--- config.mk ---
export PLATFORM = sky130hd
export DESIGN_NAME = interrupt_priority_controller_unit_flat
export DESIGN_NICKNAME = d
export VERILOG_FILES = /design/src/sv/ipc_pkg.sv /design/src/sv/ipc_if.sv /design/src/sv/ipc_cell.sv /design/src/sv/interrupt_priority_controller_unit.sv /design/src/flat_wrapper.sv
export SDC_FILE = /design/constraint.sdc
export NUM_CORES = 2
export LEC_CHECK = 0
export BUFFER_PORTS_ARGS = -buffer_cell sky130_fd_sc_hd__clkbuf_2
export CORE_UTILIZATION = 63
export CTS_CLUSTER_DIAMETER = 150
export DETAILED_ROUTE_END_ITERATION = 16
export GPL_TIMING_DRIVEN = 0
export PLACE_DENSITY = 0.8
export SYNTH_ARGS = -nofsm -noshare
export SYNTH_HDL_FRONTEND = slang
export SYNTH_SLANG_ARGS = --single-unit
--- constraint.sdc ---
create_clock -name clock -period 4.3 [get_ports clock]
set_clock_uncertainty 0.1 [all_clocks]
set_input_delay 1.29 -clock clock [delete_from_list [all_inputs] [get_ports clock]]
set_output_delay 1.29 -clock clock [all_outputs]
set_load 0.03 [all_outputs]
--- src/sv/ipc_pkg.sv ---
// Package for the interrupt priority controller: line count, register map,
// action codes and the structs passed between the top level and the line cells.
// No dependencies.
package ipc_pkg;

   localparam int IRQ_LINES = 64;
   localparam int LINE_W    = (IRQ_LINES > 1) ? $clog2(IRQ_LINES) : 1;
   localparam int WORD_BITS = 32;
   localparam int PAD_BITS  = 256;

   // register map, bank = offset[11:7]
   localparam logic [4:0] BANK_SET_EN   = 5'h00;  // 0x000
   localparam logic [4:0] BANK_CLR_EN   = 5'h01;  // 0x080
   localparam logic [4:0] BANK_SET_PEND = 5'h02;  // 0x100
   localparam logic [4:0] BANK_CLR_PEND = 5'h03;  // 0x180
   localparam logic [4:0] BANK_ACTIVE   = 5'h04;  // 0x200
   localparam logic [3:0] PAGE_PRIO     = 4'h3;   // 0x300, offset[11:8]
   localparam logic [7:0] PRIO_MASK     = 8'hFF;

   typedef enum logic [2:0] {
      ACT_READ       = 3'd0,
      ACT_WRITE      = 3'd1,
      ACT_SET_PEND   = 3'd2,
      ACT_CLR_PEND   = 3'd3,
      ACT_SET_ACTIVE = 3'd4,
      ACT_CLR_ACTIVE = 3'd5
   } action_type;

   typedef enum logic [2:0] {
      ST_IDLE = 3'b001,
      ST_SCAN = 3'b010,
      ST_WAIT = 3'b100
   } state_type;

   // per-line update, applied on the cycle a request transaction is taken
   typedef struct packed {
      logic       en_set;
      logic       en_clr;
      logic       pend_set;
      logic       pend_clr;
      logic       act_set;
      logic       act_clr;
      logic       prio_wr;
      logic [7:0] prio_wdata;
   } cell_upd_type;

   // best candidate so far, travelling down the chain
   typedef struct packed {
      logic       found;
      logic [7:0] prio;
      logic [7:0] line;
   } cand_type;

endpackage

--- src/sv/ipc_if.sv ---
// Handshake channels for the interrupt priority controller.
// Request and response interfaces; no dependencies.
interface ipc_req_if;
   logic        valid;
   logic        ready;
   logic [2:0]  action;
   logic [11:0] offset;
   logic [31:0] write_data;
   logic [7:0]  irq_line;

   modport source (output valid, action, offset, write_data, irq_line, input ready);
   modport sink   (input valid, action, offset, write_data, irq_line, output ready);
endinterface

interface ipc_rsp_if;
   logic        valid;
   logic        ready;
   logic [31:0] read_data;
   logic        pick_valid;
   logic [7:0]  pick_line;

   modport source (output valid, read_data, pick_valid, pick_line, input ready);
   modport sink   (input valid, read_data, pick_valid, pick_line, output ready);
endinterface

--- src/sv/ipc_cell.sv ---
// One interrupt line: enable, pending, active and priority, plus one stage of
// the priority chain. Depends on ipc_pkg.
module ipc_cell
   import ipc_pkg::*;
(
   input  logic         clock,
   input  logic         reset,
   input  logic [7:0]   cell_idx,
   input  cell_upd_type upd,
   input  cand_type     cand_in,
   output cand_type     cand_out,
   output logic         enable,
   output logic         pending,
   output logic         active,
   output logic [7:0]   prio
);

   logic       en_ff, en_in;
   logic       pend_ff, pend_in;
   logic       act_ff, act_in;
   logic [7:0] prio_ff, prio_in;
   cand_type   chain_ff, chain_in;
   logic       elig;
   logic       take;

   always_comb begin
      en_in   = (en_ff   | upd.en_set)   & ~upd.en_clr;
      pend_in = (pend_ff | upd.pend_set) & ~upd.pend_clr;
      act_in  = (act_ff  | upd.act_set)  & ~upd.act_clr;
      prio_in = upd.prio_wr ? upd.prio_wdata : prio_ff;
   end

   // upstream lines have lower numbers, so a tie keeps the incoming candidate
   always_comb begin
      elig = en_ff & pend_ff & ~act_ff;
      take = elig && (!cand_in.found || (prio_ff < cand_in.prio));
      if (take) begin
         chain_in.found = 1'b1;
         chain_in.prio  = prio_ff;
         chain_in.line  = cell_idx;
      end else begin
         chain_in = cand_in;
      end
   end

   always_ff @(posedge clock) begin
      if (reset) begin
         en_ff    <= 1'b0;
         pend_ff  <= 1'b0;
         act_ff   <= 1'b0;
         prio_ff  <= '0;
         chain_ff <= '0;
      end else begin
         en_ff    <= en_in;
         pend_ff  <= pend_in;
         act_ff   <= act_in;
         prio_ff  <= prio_in;
         chain_ff <= chain_in;
      end
   end

   assign cand_out = chain_ff;
   assign enable   = en_ff;
   assign pending  = pend_ff;
   assign active   = act_ff;
   assign prio     = prio_ff;

endmodule

--- src/sv/interrupt_priority_controller_unit.sv ---
// Interrupt priority controller: register block plus priority chain.
// Depends on ipc_pkg, ipc_if and ipc_cell.
//
// Each request transaction (bus read, bus write, or a direct set/clear of one
// line's pending or active bit) is applied to the line cells on the cycle it is
// taken. The choice of interrupt then ripples through a chain of IRQ_LINES cells,
// one cell per cycle, and is handed to the output register once the whole chain has
// been passed and that register is free; one request is in flight at a time. A
// response sits in an output register; the next request is taken as soon as the
// chain has handed its result over, even if that response has not been collected.
// Read data is captured when the request is taken. All line state is cleared by
// reset.
module interrupt_priority_controller_unit
   import ipc_pkg::*;
(
   input  logic       clock,
   input  logic       reset,
   ipc_req_if.sink    req,
   ipc_rsp_if.source  rsp
);

   state_type         state_ff, state_in;
   logic [LINE_W-1:0] cnt_ff, cnt_in;
   logic [31:0]       rd_ff, rd_in;
   logic              out_valid_ff, out_valid_in;
   logic [31:0]       out_rd_ff;
   logic              out_pick_ff;
   logic [7:0]        out_line_ff;
   logic              req_fire;
   logic              out_free;
   logic              load_out;

   action_type        act;
   logic [4:0]        bank;
   logic [2:0]        word_idx;
   logic              prio_hit;

   cell_upd_type      upd     [IRQ_LINES];
   cand_type          chain   [IRQ_LINES+1];
   logic [IRQ_LINES-1:0] en_vec, pend_vec, act_vec;
   logic [7:0]        prio_vec [IRQ_LINES];
   logic [PAD_BITS-1:0] en_pad, pend_pad, act_pad;
   logic [7:0]        bit_base;

   assign req_fire = req.valid && req.ready;
   assign act      = action_type'(req.action);
   assign bank     = req.offset[11:7];
   assign word_idx = req.offset[4:2];
   assign prio_hit = (req.offset[11:8] == PAGE_PRIO)
                     && ({1'b0, req.offset[7:0]} < 9'(IRQ_LINES));
   assign bit_base = {word_idx, 5'b0};

   // per-line update decode
   always_comb begin
      for (int i = 0; i < IRQ_LINES; i++) begin
         logic wr;
         logic mbit;
         logic hit;
         wr   = req_fire && (act == ACT_WRITE);
         mbit = (word_idx == 3'(i / WORD_BITS)) && req.write_data[i % WORD_BITS];
         hit  = req_fire && (req.irq_line == 8'(i));
         upd[i].en_set     = wr && (bank == BANK_SET_EN)   && mbit;
         upd[i].en_clr     = wr && (bank == BANK_CLR_EN)   && mbit;
         upd[i].pend_set   = (wr && (bank == BANK_SET_PEND) && mbit)
                             || (hit && (act == ACT_SET_PEND));
         upd[i].pend_clr   = (wr && (bank == BANK_CLR_PEND) && mbit)
                             || (hit && (act == ACT_CLR_PEND));
         upd[i].act_set    = hit && (act == ACT_SET_ACTIVE);
         upd[i].act_clr    = hit && (act == ACT_CLR_ACTIVE);
         upd[i].prio_wr    = wr && prio_hit && (req.offset[7:0] == 8'(i));
         upd[i].prio_wdata = req.write_data[7:0] & PRIO_MASK;
      end
   end

   assign chain[0] = '0;

   for (genvar g = 0; g < IRQ_LINES; g++) begin : g_cell
      ipc_cell u_cell (
         .clock    (clock),
         .reset    (reset),
         .cell_idx (8'(g)),
         .upd      (upd[g]),
         .cand_in  (chain[g]),
         .cand_out (chain[g+1]),
         .enable   (en_vec[g]),
         .pending  (pend_vec[g]),
         .active   (act_vec[g]),
         .prio     (prio_vec[g])
      );
   end

   // bus read, lines beyond IRQ_LINES read as zero
   always_comb begin
      en_pad   = PAD_BITS'(en_vec);
      pend_pad = PAD_BITS'(pend_vec);
      act_pad  = PAD_BITS'(act_vec);
      rd_in    = rd_ff;
      if (req_fire) begin
         rd_in = '0;
         if (act == ACT_READ) begin
            case (bank)
               BANK_SET_EN, BANK_CLR_EN:     rd_in = en_pad[bit_base +: WORD_BITS];
               BANK_SET_PEND, BANK_CLR_PEND: rd_in = pend_pad[bit_base +: WORD_BITS];
               BANK_ACTIVE:                  rd_in = act_pad[bit_base +: WORD_BITS];
               default: begin
                  if (prio_hit)
                     rd_in = 32'(prio_vec[req.offset[LINE_W-1:0]]);
               end
            endcase
         end
      end
   end

   assign out_free = !out_valid_ff || rsp.ready;
   assign load_out = (state_ff == ST_WAIT) && out_free;

   always_comb begin
      state_in     = state_ff;
      cnt_in       = cnt_ff;
      out_valid_in = out_valid_ff;
      if (rsp.valid && rsp.ready)
         out_valid_in = 1'b0;
      case (state_ff)
         ST_IDLE: begin
            if (req_fire) begin
               state_in = ST_SCAN;
               cnt_in   = '0;
            end
         end
         ST_SCAN: begin
            cnt_in = cnt_ff + 1'b1;
            if (cnt_ff == LINE_W'(IRQ_LINES - 1))
               state_in = ST_WAIT;
         end
         ST_WAIT: begin
            if (out_free) begin
               state_in     = ST_IDLE;
               out_valid_in = 1'b1;
            end
         end
         default: state_in = ST_IDLE;
      endcase
   end

   always_ff @(posedge clock) begin
      if (reset) begin
         state_ff     <= ST_IDLE;
         cnt_ff       <= '0;
         out_valid_ff <= 1'b0;
      end else begin
         state_ff     <= state_in;
         cnt_ff       <= cnt_in;
         out_valid_ff <= out_valid_in;
      end
   end

   always_ff @(posedge clock) begin
      rd_ff <= rd_in;
      if (load_out) begin
         out_rd_ff   <= rd_ff;
         out_pick_ff <= chain[IRQ_LINES].found;
         out_line_ff <= chain[IRQ_LINES].line;
      end
   end

   assign req.ready      = (state_ff == ST_IDLE);
   assign rsp.valid      = out_valid_ff;
   assign rsp.read_data  = out_rd_ff;
   assign rsp.pick_valid = out_pick_ff;
   assign rsp.pick_line  = out_line_ff;

   a_scan_start: assert property (@(posedge clock) disable iff (reset)
      req_fire |=> (state_ff == ST_SCAN) && (cnt_ff == '0))
      else $error("scan did not start after request transaction");

   a_rsp_from_wait: assert property (@(posedge clock) disable iff (reset)
      $rose(out_valid_ff) |-> $past(state_ff == ST_WAIT))
      else $error("response raised outside the hand-over state");

   a_no_pick_zero: assert property (@(posedge clock) disable iff (reset)
      (out_valid_ff && !out_pick_ff) |-> (out_line_ff == 8'd0))
      else $error("pick_line non-zero without a pick");

endmodule

--- src/flat_wrapper.sv ---
// flat-port wrapper written by rule: the top's interface ports become plain ports
module interrupt_priority_controller_unit_flat import ipc_pkg::*;
  (clock, reset, req_valid, req_action, req_offset, req_write_data, req_irq_line, req_ready, rsp_valid, rsp_read_data, rsp_pick_valid, rsp_pick_line, rsp_ready);
  ipc_req_if req_i ();
  ipc_rsp_if rsp_i ();
  input  logic clock;
  input  logic reset;
  input wire logic [$bits(req_i.valid)-1:0] req_valid;
  input wire logic [$bits(req_i.action)-1:0] req_action;
  input wire logic [$bits(req_i.offset)-1:0] req_offset;
  input wire logic [$bits(req_i.write_data)-1:0] req_write_data;
  input wire logic [$bits(req_i.irq_line)-1:0] req_irq_line;
  output wire logic [$bits(req_i.ready)-1:0] req_ready;
  output wire logic [$bits(rsp_i.valid)-1:0] rsp_valid;
  output wire logic [$bits(rsp_i.read_data)-1:0] rsp_read_data;
  output wire logic [$bits(rsp_i.pick_valid)-1:0] rsp_pick_valid;
  output wire logic [$bits(rsp_i.pick_line)-1:0] rsp_pick_line;
  input wire logic [$bits(rsp_i.ready)-1:0] rsp_ready;
  assign req_i.valid = req_valid;
  assign req_i.action = req_action;
  assign req_i.offset = req_offset;
  assign req_i.write_data = req_write_data;
  assign req_i.irq_line = req_irq_line;
  assign req_ready = req_i.ready;
  assign rsp_valid = rsp_i.valid;
  assign rsp_read_data = rsp_i.read_data;
  assign rsp_pick_valid = rsp_i.pick_valid;
  assign rsp_pick_line = rsp_i.pick_line;
  assign rsp_i.ready = rsp_ready;
  interrupt_priority_controller_unit u_core (.clock(clock), .reset(reset), .req(req_i), .rsp(rsp_i));
endmodule
==> out/qor.yml <==
min_period_ns: 4.511
clk_latency_ns: 0.84
netlist_area_um2: 75050
route.antenna.remaining_nets: 0
tritoncts: "done"
synth-async-reset-ratio: 0
drive_above_1_share: 0.08683
powerDensity_nw_per_um2: 390.1
path_delay_family: "buffers and inverters"
grt_max_degree: 37
drt-vias-per-instance: 6.491
failed_checks: "capacitance limit, slew limit, setup timing"
final_area_um2: 83430
synth_cells: 8168
areaGrowthSynthToFinish_pct: 11.16
num_vias: 65661
clockRootBuffer: "clkbuf_16"
mostFrequentLayoutCells: "1603 x dfxtp_1, 1260 x nand2_1, 690 x a21oi_1, 642 x mux2i_1, 613 x inv_1"
grt_pass1_wl_mm: 412.6
die_area_um2: 120500
dr_wl_met2_mm: 121.8
crit_chain: "clkbuf_2 > buf_2 > buf_2 > buf_1 > mux2i_1 > a21oi_1 > nand2_1 > nand4_1"
synth_ff_type: "dfxtp_1"
overflow: 0
placed_area_um2: 77480
grt_use_total: 0.4691
clk_pin_slew_ns: 0.07
core-area_um2: 118100
required_ns: 4.62
hold_path.class: "reg -> reg"
maxSlewHeadroom: -0.06952
ir_drop_uv: 418.0
place_ws_ns: -1.035
status: "complete, but fails checks"
ys_warn_count: 0
syn-mean-instance-area_um2: 9.189
setup_ws_ns: -0.2111
first_pass_iters: 9
start_util: 0.6356
cts_buffer_depth: 3
io_pins: 102
numCtsBuffers: 167
fmax_mhz: 221.7
wl_met3_mm: 37.80
drt_wl_total_mm: 288.8
synth_cell_types: 67
max_stage_delay_ns: 0.96
antenna_found_initial: 32
stdcell_count: 10115
drcViolationCount: 0
crit_fanout: 11
p_leak_uw: 0.03311
synth-edff-count: 71
drtIter0Drc: 8865
io_buffers: 94
critPathSlowestCell: "buf_1"
ys_seq_area_frac: 0.4560
report.final.slew_viol_count: 33
hpwl_mm: 215.8
post_cts_buffers: 0
cp.arrival_ns: 4.83
cpMostUsedCell: "buf_2"
worst_pin_slew_ns: 1.604
gp_congestion: 1.042
hold_viol: 0
end_kind: "flip-flop"
dpl.cell_count: 9800
setup.worst_path.start_class: "input pin"
cts.htree.levels: 4
die_w_um: 347.2
setup_viol: 20
placementRows: 126
ys_seq_elements: 1674
avgRoutedWirePerCell_um: 28.55
final_common_cell: "dfxtp_1"
grt_pass1_vias: 63129
fin_crit_sh: 1.049
crit_type: "in -> reg"
maxCapViolations: 4
cp.buffers_inverters: 4
cts.sinks: 1674
nNetsFinal: 8933
die_h_um: 347.2
rsz0062_at_grt: "no"
routed.top_layer: "met5"
met1Wirelength_mm: 106.7
## path summary, 6_finish.rpt
check	start	to	slack, ns	cells after the start
max	req_offset[0]	u_core.rd_ff[4]	-0.21	8
min	u_core.rd_ff[15]	u_core.rsp.read_data[15]	0.30	0
max reg2reg	u_core.state_ff[1]	u_core.g_cell[41].u_cell.active	0.04	7
min reg2reg	u_core.rd_ff[15]	u_core.rsp.read_data[15]	0.30	0
## synthesized netlist by cell type (8+ instances only)
cell	number	area [um2]
a211o_1	38	332.8
a211oi_1	206	1546
a21o_1	90	675.7
a21oi_1	691	3458
a221o_1	27	270.3
a221oi_1	59	516.8
a22o_1	45	394.1
a22oi_1	76	570.6
a31oi_1	25	156.4
and2_1	90	563.0
and3_1	126	788.3
and3b_1	37	324.1
buf_1	22	82.58
buf_2	130	650.6
clkbuf_1	335	1257
dfxtp_1	1603	32090
edfxtp_1	71	2132
ha_1	442	5530
inv_1	613	2301
mux2_2	26	292.8
mux2i_1	643	6436
mux4_2	128	2883
nand2_1	1260	4730
nand2_2	12	75.07
nand2b_1	76	475.5
nand3_1	78	390.4
nand3b_1	36	270.3
nand4_1	32	200.2
nor2_1	610	2290
nor2b_1	39	244.0
nor3_1	70	350.3
nor3_2	15	150.1
nor3b_1	11	82.58
o211ai_1	16	120.1
o21a_1	27	202.7
o21ai_0	217	1086
o22ai_1	48	300.3
or2_2	8	50.05
or3_1	37	231.5
## per-stage QoR
step           hold slack [ns]  utilization  power, uW  setup TNS (ns)
3_5_place_dp            0.2937       0.6562      17200         -292.19
3_3_place_gp            0.2884       0.6559      17190         -291.77
4_1_cts                 0.3106       0.7057      32380               0
6_report                0.3024       0.7065      32540         -0.8663
2_1_floorplan           0.2855            -      16560               0
5_1_grt                 0.3169       0.7063      33070               0
## final cells by class
| cell class | instances | area [um2] |
|---|---|---|
| Multi-Input combinational cell | 5389 | 36550 |
| Fill cell | 8992 | 34650 |
| Sequential cell | 1674 | 34220 |
| Clock buffer | 223 | 4753 |
| Inverter | 615 | 2310 |
| Buffer | 490 | 2074 |
| Tap cell | 1536 | 1922 |
| Clock inverter | 82 | 1067 |
| Timing Repair Buffer | 95 | 498.0 |
| Antenna cell | 11 | 27.53 |
## state kept, by name, indices dropped and copies added (netlist names)
register and cells:
u_core.g_cell.u_cell.cand_out 889, u_core.g_cell.u_cell.prio 512, u_core.g_cell.u_cell.active 64, u_core.g_cell.u_cell.enable 64
u_core.g_cell.u_cell.pending 64, u_core.rd_ff 32, u_core.rsp.read_data 32, u_core.cnt_ff 6
u_core.rsp.pick_line 6, u_core.state_ff 3, u_core.rsp.pick_valid 1, u_core.rsp.valid 1
## where the power goes
| part | internal (uW) | switching, uW |
|---|---|---|
| Sequential | 15600 | 10.3 |
| Clock | 8970 | 6620 |
| Combinational | 214 | 1090 |
| Total | 24800 | 7730 |
## routing by layer
layer / up-vias / track usage
li1: 28672 / -
met2: 4299 / 0.6940
met5: - / 0
met3: 1106 / 0.1473
met1: 31560 / 0.5830
met4: 24 / 0.3236
## logic make-up (layout without fill, tap and decap cells)
family | Yosys count | after routing | synth area share
adders and majority gates | 442 | 442 | 0.07369
DFF | 1674 | 1674 | 0.4560
AOI/OAI and AO/OA | 1586 | 1586 | 0.1305
other | 1 | 13 | 0.00004997
muxes | 797 | 797 | 0.1281
buffers and inverters | 1106 | 1505 | 0.05773
and+or+nand+nor | 2562 | 2562 | 0.1540
## repair_timing
| item | CTS | global route |
|---|---|---|
| hold buffers | 0 | 0 |
| resized for setup | 12 | 26 |
| endpoints found under the setup margin | 10 | 29 |
No activity file was read; power rests on OpenSTA's default activity.
